**src/rtl/spiral_route_transposition_top_assert.svh**
```systemverilog
// ----------------------------------------------------------------------------
// spiral_route_transposition_top_assert.svh
// Assertion macros for the spiral route transposition block.
// ----------------------------------------------------------------------------
`ifndef SPIRAL_ROUTE_TRANSPOSITION_TOP_ASSERT_SVH
`define SPIRAL_ROUTE_TRANSPOSITION_TOP_ASSERT_SVH
`ifndef NO_ASSERTIONS
// same-cycle implication
`define SRT_ASSERT_NOW(lbl, clk, rst, ante, cons) \
   lbl: assert property (@(posedge clk) disable iff (rst) (ante) |-> (cons)) \
      else $error("srt assertion failed");
// next-cycle implication
`define SRT_ASSERT_NEXT(lbl, clk, rst, ante, cons) \
   lbl: assert property (@(posedge clk) disable iff (rst) (ante) |=> (cons)) \
      else $error("srt assertion failed");
`else
`define SRT_ASSERT_NOW(lbl, clk, rst, ante, cons)
`define SRT_ASSERT_NEXT(lbl, clk, rst, ante, cons)
`endif
`endif

```
**src/rtl/srt_pkg.sv**
```systemverilog
// ----------------------------------------------------------------------------
// srt_pkg
// Shared types, constants and the letter decoder of the spiral route
// transposition block.
// ----------------------------------------------------------------------------
`default_nettype none

package srt_pkg;

   // letter code width (0..25)
   localparam int LETTER_W = 5;

   localparam logic [LETTER_W-1:0] PAD_CODE = 5'd23;   // 'X'
   localparam logic [6:0] CHAR_A = 7'd65;
   localparam logic [6:0] CHAR_X = 7'd88;
   localparam logic [6:0] CHAR_Z = 7'd90;

   // configuration register indexes
   localparam int CSR_IDX_W = 2;
   localparam logic [CSR_IDX_W-1:0] CSR_COLUMN_COUNT = 2'd0;
   localparam logic [CSR_IDX_W-1:0] CSR_DECRYPT_MODE = 2'd1;
   localparam int CSR_DATA_W = 6;

   typedef struct packed {
      logic                hit;
      logic [LETTER_W-1:0] code;
   } letter_type;

   // spiral walker control
   typedef struct packed {
      logic load;
      logic step;
   } spiral_ctrl_type;

   // fold case and map a letter to 0..25; other bytes give no hit
   function automatic letter_type decode_letter(input logic [7:0] ch);
      letter_type res;
      logic [7:0] diff;
      res  = '0;
      diff = '0;
      if (ch >= 8'd97 && ch <= 8'd122) begin
         diff     = ch - 8'd97;
         res.hit  = 1'b1;
         res.code = diff[LETTER_W-1:0];
      end else if (ch >= 8'd65 && ch <= 8'd90) begin
         diff     = ch - 8'd65;
         res.hit  = 1'b1;
         res.code = diff[LETTER_W-1:0];
      end
      return res;
   endfunction

endpackage

`default_nettype wire

```
**src/rtl/srt_ram.sv**
```systemverilog
// ----------------------------------------------------------------------------
// srt_ram
// Single-write, single-read synchronous letter memory, registered read.
// ----------------------------------------------------------------------------
`default_nettype none

module srt_ram import srt_pkg::*; #(
   parameter int DEPTH = 64,
   parameter int AW    = 6
) (
   input  wire logic                clock,
   input  wire logic                wr_en,
   input  wire logic [AW-1:0]       wr_addr,
   input  wire logic [LETTER_W-1:0] wr_data,
   input  wire logic [AW-1:0]       rd_addr,
   output logic      [LETTER_W-1:0] rd_data
);

   logic [LETTER_W-1:0] mem [DEPTH];

   always_ff @(posedge clock) begin
      if (wr_en) begin
         mem[wr_addr] <= wr_data;
      end
      rd_data <= mem[rd_addr];
   end

endmodule

`default_nettype wire

```
**src/rtl/srt_spiral.sv**
```systemverilog
// ----------------------------------------------------------------------------
// srt_spiral
// Spiral address walker: down the right column, left along the bottom,
// up the left column, right along the top, then inward. Gives one
// row-major cell index per step.
// ----------------------------------------------------------------------------
`default_nettype none

module srt_spiral import srt_pkg::*; #(
   parameter int AW = 6,
   parameter int CW = 7
) (
   input  wire logic            clock,
   input  wire logic            reset,
   input  wire spiral_ctrl_type ctrl,
   input  wire logic [AW-1:0]   rows_m1,
   input  wire logic [AW-1:0]   cols_m1,
   input  wire logic [CW-1:0]   cols,
   output logic      [AW-1:0]   idx,
   output logic                 last
);

   typedef enum logic [1:0] {
      D_DOWN,
      D_LEFT,
      D_UP,
      D_RIGHT
   } dir_type;

   dir_type       dir_ff, dir_in;
   logic [AW-1:0] r_ff, r_in, c_ff, c_in;
   logic [AW-1:0] top_ff, top_in, bot_ff, bot_in;
   logic [AW-1:0] lft_ff, lft_in, rgt_ff, rgt_in;
   logic [AW-1:0] idx_ff, idx_in;
   logic [AW-1:0] stride;
   logic          at_end, fin;

   assign stride = AW'(cols);
   assign idx    = idx_ff;
   assign last   = at_end && fin;

   // end of the current leg, and whether turning would leave no cells
   always_comb begin
      case (dir_ff)
         D_DOWN: begin
            at_end = (r_ff == bot_ff);
            fin    = (rgt_ff == lft_ff);
         end
         D_LEFT: begin
            at_end = (c_ff == lft_ff);
            fin    = (bot_ff == top_ff);
         end
         D_UP: begin
            at_end = (r_ff == top_ff);
            fin    = (lft_ff == rgt_ff);
         end
         D_RIGHT: begin
            at_end = (c_ff == rgt_ff);
            fin    = (top_ff == bot_ff);
         end
         default: begin
            at_end = 1'b1;
            fin    = 1'b1;
         end
      endcase
   end

   // next position; each turn moves to a neighbor cell
   always_comb begin
      dir_in = dir_ff;
      r_in   = r_ff;
      c_in   = c_ff;
      top_in = top_ff;
      bot_in = bot_ff;
      lft_in = lft_ff;
      rgt_in = rgt_ff;
      case (dir_ff)
         D_DOWN: begin
            if (!at_end) begin
               r_in = r_ff + 1'b1;
            end else begin
               rgt_in = rgt_ff - 1'b1;
               c_in   = c_ff - 1'b1;
               dir_in = D_LEFT;
            end
         end
         D_LEFT: begin
            if (!at_end) begin
               c_in = c_ff - 1'b1;
            end else begin
               bot_in = bot_ff - 1'b1;
               r_in   = r_ff - 1'b1;
               dir_in = D_UP;
            end
         end
         D_UP: begin
            if (!at_end) begin
               r_in = r_ff - 1'b1;
            end else begin
               lft_in = lft_ff + 1'b1;
               c_in   = c_ff + 1'b1;
               dir_in = D_RIGHT;
            end
         end
         D_RIGHT: begin
            if (!at_end) begin
               c_in = c_ff + 1'b1;
            end else begin
               top_in = top_ff + 1'b1;
               r_in   = r_ff + 1'b1;
               dir_in = D_DOWN;
            end
         end
         default: begin
            dir_in = D_DOWN;
         end
      endcase
   end

   // row-major index follows the direction taken
   always_comb begin
      case (dir_in)
         D_DOWN:  idx_in = idx_ff + stride;
         D_LEFT:  idx_in = idx_ff - 1'b1;
         D_UP:    idx_in = idx_ff - stride;
         D_RIGHT: idx_in = idx_ff + 1'b1;
         default: idx_in = idx_ff;
      endcase
   end

   always_ff @(posedge clock) begin
      if (reset) begin
         dir_ff <= D_DOWN;
      end else if (ctrl.load) begin
         dir_ff <= D_DOWN;
      end else if (ctrl.step) begin
         dir_ff <= dir_in;
      end
      if (ctrl.load) begin
         r_ff   <= '0;
         c_ff   <= cols_m1;
         top_ff <= '0;
         bot_ff <= rows_m1;
         lft_ff <= '0;
         rgt_ff <= cols_m1;
         idx_ff <= cols_m1;
      end else if (ctrl.step) begin
         r_ff   <= r_in;
         c_ff   <= c_in;
         top_ff <= top_in;
         bot_ff <= bot_in;
         lft_ff <= lft_in;
         rgt_ff <= rgt_in;
         idx_ff <= idx_in;
      end
   end

endmodule

`default_nettype wire

```
**src/rtl/spiral_route_transposition_top.sv**
```systemverilog
// ----------------------------------------------------------------------------
// spiral_route_transposition_top
// Spiral route transposition: collects message letters, then emits the
// grid read along a spiral (encrypt) or filled along a spiral and read
// row by row (decrypt).
//
//   Channel  Ports                        Transfer
//   request  start/busy, req_*            start && !busy
//   result   rsp_valid, rsp_*             rsp_valid, no stall
//   config   csr_valid/csr_ready, csr_*   csr_valid && csr_ready
//
// Letters load at one byte per cycle while not busy, through the letter store
// write port. End of message: sizing adds one row per step (one add and
// compare per row, one more step when letters are cut), then encrypt emits one
// letter per cycle, rows*cols letters in all, from the letter store; decrypt
// first spirals the letters into the grid memory, passes a gap state, then
// emits rows*cols letters.
// busy is high from end of message until the cycle that shows the last letter.
// Synchronous reset clears the letter count and control; memories are not cleared.
// ----------------------------------------------------------------------------
`default_nettype none
`include "spiral_route_transposition_top_assert.svh"

module spiral_route_transposition_top import srt_pkg::*; #(
   parameter int CAPACITY = 64
) (
   input  wire logic                 clock,
   input  wire logic                 reset,
   input  wire logic                 start,
   output logic                      busy,
   input  wire logic [7:0]           req_in_char,
   input  wire logic                 req_end_of_message,
   output logic                      rsp_valid,
   output logic [6:0]                rsp_out_char,
   output logic                      rsp_last_of_run,
   output logic                      rsp_overflow,
   input  wire logic                 csr_valid,
   output logic                      csr_ready,
   input  wire logic [CSR_IDX_W-1:0] csr_index,
   input  wire logic [CSR_DATA_W-1:0] csr_wdata
);

   localparam int AW       = $clog2(CAPACITY);
   localparam int CW       = $clog2(CAPACITY + 1);
   localparam int MAX_COLS = (CAPACITY < 32) ? CAPACITY : 32;

   typedef enum logic [2:0] {
      S_LOAD,
      S_SIZE,
      S_WALK,
      S_GAP,
      S_ROWS
   } state_type;

   state_type           state_ff, state_in;
   logic [5:0]          column_count_ff;
   logic                decrypt_mode_ff;
   logic [CW-1:0]       count_ff, count_in;
   logic                seen_ff, seen_in;
   logic [CW-1:0]       n_ff, n_in;
   logic                ovf_ff, ovf_in;
   logic [CW-1:0]       cols_ff, cols_in;
   logic                mode_ff, mode_in;
   logic [CW-1:0]       acc_ff, acc_in;
   logic [AW-1:0]       rows_ff, rows_in;
   logic [CW-1:0]       k_ff, k_in;
   logic                e_valid_ff, e_valid_in;
   logic                e_pad_ff, e_pad_in;
   logic                e_last_ff, e_last_in;
   logic                e_grid_ff, e_grid_in;
   logic                w_valid_ff, w_valid_in;
   logic                w_pad_ff, w_pad_in;
   logic [AW-1:0]       w_idx_ff, w_idx_in;

   letter_type          letter;
   logic                accept;
   logic                room;
   logic [CW-1:0]       cols_sat;
   logic [CW:0]         acc_sum;
   spiral_ctrl_type     sp_ctrl;
   logic [AW-1:0]       sp_idx;
   logic                sp_last;
   logic                st_wr_en;
   logic [AW-1:0]       st_rd_addr;
   logic [LETTER_W-1:0] st_rd_data;
   logic [LETTER_W-1:0] gr_rd_data;
   logic [LETTER_W-1:0] gr_wr_data;
   logic [LETTER_W-1:0] e_code;

   assign busy      = (state_ff != S_LOAD);
   assign accept    = start && !busy;
   assign csr_ready = 1'b1;
   assign letter    = decode_letter(req_in_char);
   assign room      = (count_ff < CW'(CAPACITY));
   assign acc_sum   = {1'b0, acc_ff} + {1'b0, cols_ff};

   // column count held to 2..MAX_COLS
   always_comb begin
      if (column_count_ff < 6'd2) begin
         cols_sat = CW'(2);
      end else if (32'(column_count_ff) > MAX_COLS) begin
         cols_sat = CW'(MAX_COLS);
      end else begin
         cols_sat = CW'(column_count_ff);
      end
   end

   // configuration writes
   always_ff @(posedge clock) begin
      if (reset) begin
         column_count_ff <= 6'd2;
         decrypt_mode_ff <= 1'b0;
      end else if (csr_valid && csr_ready) begin
         case (csr_index)
            CSR_COLUMN_COUNT: column_count_ff <= csr_wdata;
            CSR_DECRYPT_MODE: decrypt_mode_ff <= csr_wdata[0];
            default: ;
         endcase
      end
   end

   // sequencer
   always_comb begin
      state_in   = state_ff;
      count_in   = count_ff;
      seen_in    = seen_ff;
      n_in       = n_ff;
      ovf_in     = ovf_ff;
      cols_in    = cols_ff;
      mode_in    = mode_ff;
      acc_in     = acc_ff;
      rows_in    = rows_ff;
      k_in       = k_ff;
      e_valid_in = 1'b0;
      e_pad_in   = e_pad_ff;
      e_last_in  = e_last_ff;
      e_grid_in  = e_grid_ff;
      w_valid_in = 1'b0;
      w_pad_in   = w_pad_ff;
      w_idx_in   = w_idx_ff;
      sp_ctrl    = '0;
      case (state_ff)
         S_LOAD: begin
            if (accept) begin
               if (letter.hit && room) begin
                  count_in = count_ff + 1'b1;
               end else if (letter.hit) begin
                  seen_in = 1'b1;
               end
               if (req_end_of_message) begin
                  n_in     = count_in;
                  ovf_in   = seen_in;
                  count_in = '0;
                  seen_in  = 1'b0;
                  cols_in  = cols_sat;
                  mode_in  = decrypt_mode_ff;
                  acc_in   = '0;
                  rows_in  = '0;
                  state_in = S_SIZE;
               end
            end
         end
         S_SIZE: begin
            // grow whole rows until the letters fit or the store runs out
            if (acc_ff >= n_ff) begin
               if (n_ff == '0) begin
                  state_in = S_LOAD;
               end else begin
                  sp_ctrl.load = 1'b1;
                  k_in         = '0;
                  state_in     = S_WALK;
               end
            end else if (acc_sum > (CW+1)'(CAPACITY)) begin
               n_in   = acc_ff;
               ovf_in = 1'b1;
            end else begin
               acc_in  = acc_sum[CW-1:0];
               rows_in = rows_ff + 1'b1;
            end
         end
         S_WALK: begin
            sp_ctrl.step = 1'b1;
            k_in         = k_ff + 1'b1;
            if (!mode_ff) begin
               e_valid_in = 1'b1;
               e_pad_in   = ({{(CW-AW){1'b0}}, sp_idx} >= n_ff);
               e_last_in  = sp_last;
               e_grid_in  = 1'b0;
            end else begin
               w_valid_in = 1'b1;
               w_idx_in   = sp_idx;
               w_pad_in   = (k_ff >= n_ff);
            end
            if (sp_last) begin
               state_in = mode_ff ? S_GAP : S_LOAD;
            end
         end
         S_GAP: begin
            // last grid write lands before the row readout starts
            k_in     = '0;
            state_in = S_ROWS;
         end
         S_ROWS: begin
            e_valid_in = 1'b1;
            e_pad_in   = 1'b0;
            e_grid_in  = 1'b1;
            e_last_in  = (k_ff == CW'(acc_ff - 1'b1));
            k_in       = k_ff + 1'b1;
            if (e_last_in) begin
               state_in = S_LOAD;
            end
         end
         default: begin
            state_in = S_LOAD;
         end
      endcase
   end

   always_ff @(posedge clock) begin
      if (reset) begin
         state_ff   <= S_LOAD;
         count_ff   <= '0;
         seen_ff    <= 1'b0;
         e_valid_ff <= 1'b0;
         w_valid_ff <= 1'b0;
      end else begin
         state_ff   <= state_in;
         count_ff   <= count_in;
         seen_ff    <= seen_in;
         e_valid_ff <= e_valid_in;
         w_valid_ff <= w_valid_in;
      end
      n_ff      <= n_in;
      ovf_ff    <= ovf_in;
      cols_ff   <= cols_in;
      mode_ff   <= mode_in;
      acc_ff    <= acc_in;
      rows_ff   <= rows_in;
      k_ff      <= k_in;
      e_pad_ff  <= e_pad_in;
      e_last_ff <= e_last_in;
      e_grid_ff <= e_grid_in;
      w_pad_ff  <= w_pad_in;
      w_idx_ff  <= w_idx_in;
   end

   // letter store: written in arrival order
   assign st_wr_en   = accept && letter.hit && room;
   assign st_rd_addr = mode_ff ? k_ff[AW-1:0] : sp_idx;

   srt_ram #(
      .DEPTH (CAPACITY),
      .AW    (AW)
   ) u_store (
      .clock   (clock),
      .wr_en   (st_wr_en),
      .wr_addr (count_ff[AW-1:0]),
      .wr_data (letter.code),
      .rd_addr (st_rd_addr),
      .rd_data (st_rd_data)
   );

   // grid memory: spiral-filled in decrypt mode
   assign gr_wr_data = w_pad_ff ? PAD_CODE : st_rd_data;

   srt_ram #(
      .DEPTH (CAPACITY),
      .AW    (AW)
   ) u_grid (
      .clock   (clock),
      .wr_en   (w_valid_ff),
      .wr_addr (w_idx_ff),
      .wr_data (gr_wr_data),
      .rd_addr (k_ff[AW-1:0]),
      .rd_data (gr_rd_data)
   );

   srt_spiral #(
      .AW (AW),
      .CW (CW)
   ) u_spiral (
      .clock   (clock),
      .reset   (reset),
      .ctrl    (sp_ctrl),
      .rows_m1 (AW'(rows_ff - 1'b1)),
      .cols_m1 (AW'(cols_ff - 1'b1)),
      .cols    (cols_ff),
      .idx     (sp_idx),
      .last    (sp_last)
   );

   // result port
   assign e_code          = e_grid_ff ? gr_rd_data : st_rd_data;
   assign rsp_valid       = e_valid_ff;
   assign rsp_out_char    = e_pad_ff ? CHAR_X : (CHAR_A + {2'b00, e_code});
   assign rsp_last_of_run = e_last_ff;
   assign rsp_overflow    = ovf_ff;

   `SRT_ASSERT_NEXT(a_last_ends_run, clock, reset, rsp_valid && rsp_last_of_run, !rsp_valid)
   `SRT_ASSERT_NEXT(a_eom_no_result, clock, reset, accept && req_end_of_message, !rsp_valid)
   `SRT_ASSERT_NOW(a_count_bound, clock, reset, 1'b1, count_ff <= CW'(CAPACITY))
   `SRT_ASSERT_NOW(a_letter_range, clock, reset, rsp_valid, rsp_out_char >= CHAR_A && rsp_out_char <= CHAR_Z)
   `SRT_ASSERT_NOW(a_no_write_idle, clock, reset, state_ff == S_LOAD, !w_valid_ff)

endmodule

`default_nettype wire
```
**config.mk**
```make
export PLATFORM = sky130hd
export DESIGN_NAME = spiral_route_transposition_top
export DESIGN_NICKNAME = d
export VERILOG_FILES = /design/src/rtl/srt_pkg.sv /design/src/rtl/srt_ram.sv /design/src/rtl/srt_spiral.sv /design/src/rtl/spiral_route_transposition_top.sv
export VERILOG_INCLUDE_DIRS = /design/src /design/src/rtl
export SDC_FILE = /design/constraint.sdc
export NUM_CORES = 1
export LEC_CHECK = 0
export BUFFER_PORTS_ARGS = -buffer_cell sky130_fd_sc_hd__buf_2
export CELL_PAD_IN_SITES_DETAIL_PLACEMENT = 1
export CELL_PAD_IN_SITES_GLOBAL_PLACEMENT = 2
export CORE_MARGIN = 3
export CORE_UTILIZATION = 40
export DETAILED_ROUTE_END_ITERATION = 10
export PLACE_DENSITY = 0.76
export SLEW_MARGIN = 20
export SYNTH_ARGS = -nofsm -noshare
export SYNTH_HDL_FRONTEND = slang
export SYNTH_HIERARCHICAL = 1
export SYNTH_SLANG_ARGS = --single-unit
```
**constraint.sdc**
```tcl
create_clock -name clock -period 7.7 [get_ports clock]
set_input_delay 1.155 -clock clock [delete_from_list [all_inputs] [get_ports clock]]
set_output_delay 1.155 -clock clock [all_outputs]
set_load 0.05 [all_outputs]
```
==> results of run 1 <==
report_power, final:
group	internal, mW	switching, mW	leakage, nW
logic	0.629	1.01	3.78
clock network	2.27	1.67	1.32
registers	4.75	0.146	6.34
sequential cells by signal, indices dropped and copies added, names as in the netlist, 7 cells and up:
name and count:
acc_ff 7, count_ff 7, k_ff 7, n_ff 7
u_grid/mem 320, u_store/mem 320
worst max-delay path by stage:
stage | startpoint | end | slack [ns] | cells past startpoint
final | u_spiral/dir_ff[0] | u_spiral/idx[5] | 2.79 | 18
after global routing | u_spiral/dir_ff[0] | u_spiral/idx[5] | 2.44 | 18
after CTS | u_spiral/dir_ff[0] | u_spiral/idx[5] | 2.80 | 18
after detailed placement | u_spiral/dir_ff[0] | u_spiral/idx[5] | 2.87 | 18
after global placement | u_spiral/dir_ff[0] | u_spiral/idx[5] | 3.00 | 18
after floorplan | u_spiral/dir_ff[0] | u_spiral/idx[5] | 3.59 | 20
through the flow:
step	setup slack [ns]	hold WS, ns	std cells	cell area (um^2)	power (mW)
finish	2.788	0.4990	3240	37340	10.47
global route	2.443	0.5282	3240	37340	10.94
CTS	2.798	0.5040	3239	37310	10.59
detailed placement	2.871	0.4740	3088	34560	6.633
global placement	2.998	0.4527	3087	34540	6.567
floorplan	3.590	0.4080	2070	33490	6.144
routing by layer:
metal | vias up | GRT usage [%]
li1 | 8216 | -
met1 | 9418 | 25.29
met2 | 433 | 29.52
met3 | 106 | 2.960
met4 | 0 | 5.123
met5 | - | 0
worst register-to-register path, delay by kind of cell, from the launching register on:
family                     cells  cell delay (ns)
AOI/OAI and AO/OA              7             1.49
and+or+nand+nor                5             1.31
adders and majority gates      2             0.79
DFF                            1             0.39
xor gates and xnor gates       2             0.34
muxes                          1             0.28
buffers and inverters          1             0.15
layout make-up:
| class | count | area (um^2) |
|---|---|---|
| Multi-Input combinational cell | 1152 | 10400 |
| Fill cell | 8054 | 45160 |
| Sequential cell | 759 | 22290 |
| Clock inverter | 51 | 626.9 |
| Timing Repair Buffer | 53 | 355.3 |
| Tap cell | 1070 | 1339 |
| Inverter | 55 | 206.4 |
| Clock buffer | 100 | 2120 |
placed cells by master (no fill, tap or decap), types with 8 or more instances in the layout:
master     count
edfxtp_1     709
buf_4         21
nand3_1       38
o22ai_1       24
nand3b_1       9
nor4_1        12
xor2_1        40
nand4_1       12
nand2b_1      16
nor3_1        33
a21o_1         9
ha_1          60
bufinv_16      8
dfxtp_1       50
nand2_1       73
clkinv_2      13
nor2b_1       29
o221ai_1      15
inv_1         55
o21ai_0       46
a21oi_1       49
clkbuf_16     82
buf_2         30
clkbuf_1      18
xnor2_1       51
or3_1         13
a31oi_1       14
and2_1        12
mux2_2        24
clkinv_1      15
or2_2         12
a22oi_1        9
mux4_2       131
nor3b_1        8
mux2i_1       35
a211oi_1       9
mux4_1        25
nor2_1       208
==> metrics, run 1 <==
largest net degree at the start of global routing=65; Fin. Hold Viols=0; Die ar.=between 0.08 and 0.09 mm^2; synthesized cell area=between 0.03 and 0.04 mm^2; Leakage=around 11 nW; post-CTS setup buffers=0; Slew Limit Fails=0; nets=~2.2k; Slew @ Worst Pin=approximately 1.1 ns; GRT Util Overall=18.10%; startpoint types=flop; Slew headroom=around 25%; fin crit period=about 4.9 ns; buffers plus inverters on the worst setup path=1; Initial Utilization=between 40% and 50%; R2R setup slack=around 2.8 ns; number of global-route vias before repair=19.38k; run status=completed; Post-Route WL=approximately 78000 um; highest metal used=met4; pwr dens=280.4 mW/mm^2; setup_tns=0 ns; total number of yosys warnings=6; Worst Hold Path EP=seen_ff; Top Family by Delay on Critical Path=compound AO/OA/AOI/OAI gates; Peak Freq=slightly above 200 MHz; Max-cap violations=0; core area=between 0.08 and 0.09 mm^2; Top Ports=33; r2r worst-path depth=18; drt drc=0; drt initial violations=between 1k and 1.5k; Final ANT Viol Nets=0; total number of vias=18.17k; hold depth=1; CP max FO=8; met1 wire length=34800 um; reg2reg start=u_spiral/dir_ff[0]; Finished Core Util=45.26%; Worst Hold Class=flop to flop; CP max stage cell=and4_1; dpl hpwl=51280 um; worst-path cell chain=inv_1, ha_1, mux2i_1, xnor2_1, nor4_2, and4_1, o21ai_4, nand3_1, nand2_1, o311ai_0, ha_1, a21oi_1, o21bai_1, a21oi_1, xnor2_1, nor2_1, a31o_2, a211oi_2; initial antenna violation count=2; WL/cell=roughly 24 um; Ant. Diodes=0; post-cts gate resize count=0; # port buffers=30; Arrival @ worst endpoint=5.39 ns; Worst IR Drop VDD=around 0.22 mV; Pre-antenna DRT Iters=5; Syn-to-layout area delta=11.52%; CTS Buf Count=between 80 and 90; RSZ-0062 raised after global routing=no; metal2 WL=about 37000 um; Clock Latency Late Sink=roughly 0.66 ns; Die Span Y=295.3 um; layout cells sized above 1=17.79%; Die W=between 200 and 300 um; Crit. End Element=flop; max incr delay on CP=0.55 ns; # rows=~110; worst endpoint required time=8.18 ns; gpl congestion=~0.81; worst r2r dst=u_spiral/idx[5]; final setup vio count=0; first-pass GRT wire length=121000 um; GRT overflow=0; crit share post-route=a little under two thirds; Setup Skew=0.06529 ns; Mapped Avg Cell Area=~16 um^2; met3 WL post-DR=3978 um; Mapped Cells=slightly above 2k; worst hold start=seen_ff; H-tree depth=3; vias per inst=around 5.6; maximum clock path buffer count=3; Root Driver=clkbuf_16; CTS Hold Bufs=0; TritonCTS clock tree=done; Setup Crit Path Kind=flop to flop; CTS Sinks=759; Clock transition at path regs=around 0.060 ns
No activity file was read; power rests on OpenSTA's default activity.
==> inputs of run 2 (changes only) <==
--- a/config.mk
+++ b/config.mk
@@ -12,7 +12,7 @@
 export CORE_MARGIN = 3
 export CORE_UTILIZATION = 40
 export DETAILED_ROUTE_END_ITERATION = 10
-export PLACE_DENSITY = 0.76
+export PLACE_DENSITY = 0.79
 export SLEW_MARGIN = 20
 export SYNTH_ARGS = -nofsm -noshare
 export SYNTH_HDL_FRONTEND = slang
==> constraint.sdc (replaced) <==
create_clock -name clock -period 4.2 [get_ports clock]
set_input_delay 0.63 -clock clock [delete_from_list [all_inputs] [get_ports clock]]
set_output_delay 0.63 -clock clock [all_outputs]
set_load 0.05 [all_outputs]
==> metrics, run 2 (synthesis gave the netlist of run 1 again) <==
nets=2216 (+1.3%); crit share post-route=96.63% (+33 points); number of global-route vias before repair=19.80k (+2.1%); core area=0.08250 mm^2 (unchanged); GRT overflow=0 (unchanged); Die ar.=0.08721 mm^2 (unchanged); first-pass GRT wire length=125200 um (+3.4%); drt drc=0 (unchanged); Die W=295.3 um (unchanged); met2 Resource Use GR=31.13% (+1.6 points); startpoint types=flop; TritonCTS clock tree=done; CTS Hold Bufs=0 (unchanged); Die Span Y=295.3 um (unchanged); GRT met1 Usage=25.96% (+0.67 points); CTS Buf Count=82 (unchanged); biggest regs=u_grid/mem x320, u_store/mem x320; Leakage=11.64 nW (+1.8%); vias per inst=5.678 (+1.2%); worst-path cell chain=buf_6, inv_1, ha_2, nor2b_1, a22oi_1, nor3_2, and4_4, o32ai_4, nand4_1, o22a_1, ha_1, a21o_1, a21oi_2, o21bai_1, a21oi_2, xnor2_2, nor2_1, a31o_2, a211oi_2; most common cell after layout, fill and taps aside=edfxtp_1; Finished Core Util=45.78% (+0.52 points); Root Driver=clkbuf_16; Pre-antenna DRT Iters=5 (unchanged); Crit path top cell by count=a21oi_2; Post-Route WL=80730 um (+3.6%); Slew headroom=32.42% (+7.4 points); Worst IR Drop VDD=0.3962 mV (+76%); worst endpoint required time=4.68 ns (-3.50 ns); GR Layer Usage met3=2.832% (-0.13 points); Peak Freq=246.4 MHz (+21%); commonest non-fill, non-tap cells in the layout=edfxtp_1, nor2_1, mux4_2; fin area=0.03777 mm^2 (+1.1%); Initial Utilization=40.58% (unchanged); Crit. End Element=flop; Clock transition at path regs=0.06 ns (about the same); Slew @ Worst Pin=1.014 ns (-0.09952 ns); GRT busiest layer=met2; initial antenna violation count=0 (-2); max incr delay on CP=0.38 ns (-0.17 ns); gpl congestion=0.8056 (-0.51%); R2R setup slack=0.14 ns (-2.65 ns); CTS Sinks=759 (unchanged); drt initial violations=1480 (+2.1%); WL/cell=24.69 um (+2.6%); largest net degree at the start of global routing=89 (+37%); Slew Limit Fails=0 (unchanged); maximum clock path buffer count=3 (unchanged); Fillers=7954 (-1.2%); Setup Skew=0.03644 ns (-0.02885 ns); GRT Util Overall=18.80% (+0.69 points); final setup vio count=0 (unchanged); run status=completed; Post-DP Area=0.03478 mm^2 (+0.63%); Top Ports=33 (unchanged); Worst Hold Class=primary input to flop; Final ANT Viol Nets=0 (unchanged); Arrival @ worst endpoint=4.54 ns (-0.85 ns); H-tree depth=3 (unchanged); # rows=105 (unchanged); buffers plus inverters on the worst setup path=2 (+1); register area=0.02230 mm^2 (about the same); # port buffers=30 (unchanged); layout cells sized above 1=19.78% (+2.0 points); Fin. Hold Viols=0 (unchanged); CP max FO=5 (-3); Max-cap violations=0 (unchanged); fin crit period=4.058 ns (-0.8539 ns); Multi-input gate area=0.01049 mm^2 (+0.85%); Clock Latency Late Sink=0.66 ns (about the same); dpl hpwl=52890 um (+3.1%); Top Family by Delay on Critical Path=compound AO/OA/AOI/OAI gates; pwr dens=517.8 mW/mm^2 (+85%); CP max stage cell=dfxtp_4; total number of vias=18.56k (+2.1%); Syn-to-layout area delta=12.81%; Ant. Diodes=0 (unchanged); Setup Crit Path Kind=flop to flop
run 2: cell count changes in the layout (fill, tap and decap cells not counted), moves of 3 or more:
cell and change:
buf_12 +3, clkbuf_8 +5, ha_1 -4, buf_4 +24, clkbuf_1 -6, ha_4 +3
run 2: repair_timing:
action | CTS | global route
setup endpoints to repair | 1 | 1
resized for setup | 5 | 20
pin swaps | 0 | 14
endpoints found under the hold margin | 0 | 0
buffers inserted | 0 | 5
run 2: report_power, final:
| part | internal [mW] | total, mW | switching (mW) |
|---|---|---|---|
| Sequential | 8.71 | 8.96 | 0.250 |
| Clock | 4.36 | 7.47 | 3.11 |
| Combinational | 1.20 | 3.13 | 1.93 |
| Total | 14.3 | 19.6 | 5.29 |
run 2: path summary, 6_finish.rpt:
kind	from	end	depth (start not counted)
hold / removal	csr_wdata[3]	column_count_ff[3]	3
setup / recovery	u_spiral/dir_ff[1]	u_spiral/idx[5]	19
setup reg to reg	u_spiral/dir_ff[1]	u_spiral/idx[5]	19
hold reg to reg	seen_ff	seen_ff	1
run 2: layout make-up:
| class | count | area share [%] |
|---|---|---|
| flip-flops and latches | 759 | 59.03 |
| inverters | 55 | 0.5466 |
| clock inverters | 53 | 1.802 |
| well taps | 1070 | 3.545 |
| multi-input cells | 1152 | 27.78 |
| clock buffers | 99 | 5.734 |
| repair buffers | 81 | 1.564 |
run 2: tightest hold or removal path: stages:
cell,delay [ns]
buf_2,0.08
mux2i_1,0.05
nor2_1,0.07
run 2: metal layers:
metal / routed length, um / vias up
met5: 0 / -
met4: 1681 / 0
met3: 3612 / 105
met2: 39670 / 435
met1: 35760 / 9768
li1: - / 8253
run 2: stage by stage:
| step | worst slack, ns | total power [mW] | std cells | setup TNS [ns] | hold WS [ns] |
|---|---|---|---|---|---|
| floorplan | 0.09005 | 11.26 | 2070 | 0 | 0.4080 |
| global placement | 0.05815 | 12.08 | 3112 | 0 | 0.4524 |
| detailed placement | -0.05318 | 12.23 | 3112 | -0.05318 | 0.4582 |
| CTS | 0.03450 | 19.77 | 3264 | 0 | 0.2097 |
| global route | -0.01650 | 20.41 | 3269 | -0.01650 | 0.2310 |
| finish | 0.1417 | 19.56 | 3269 | 0 | 0.2394 |
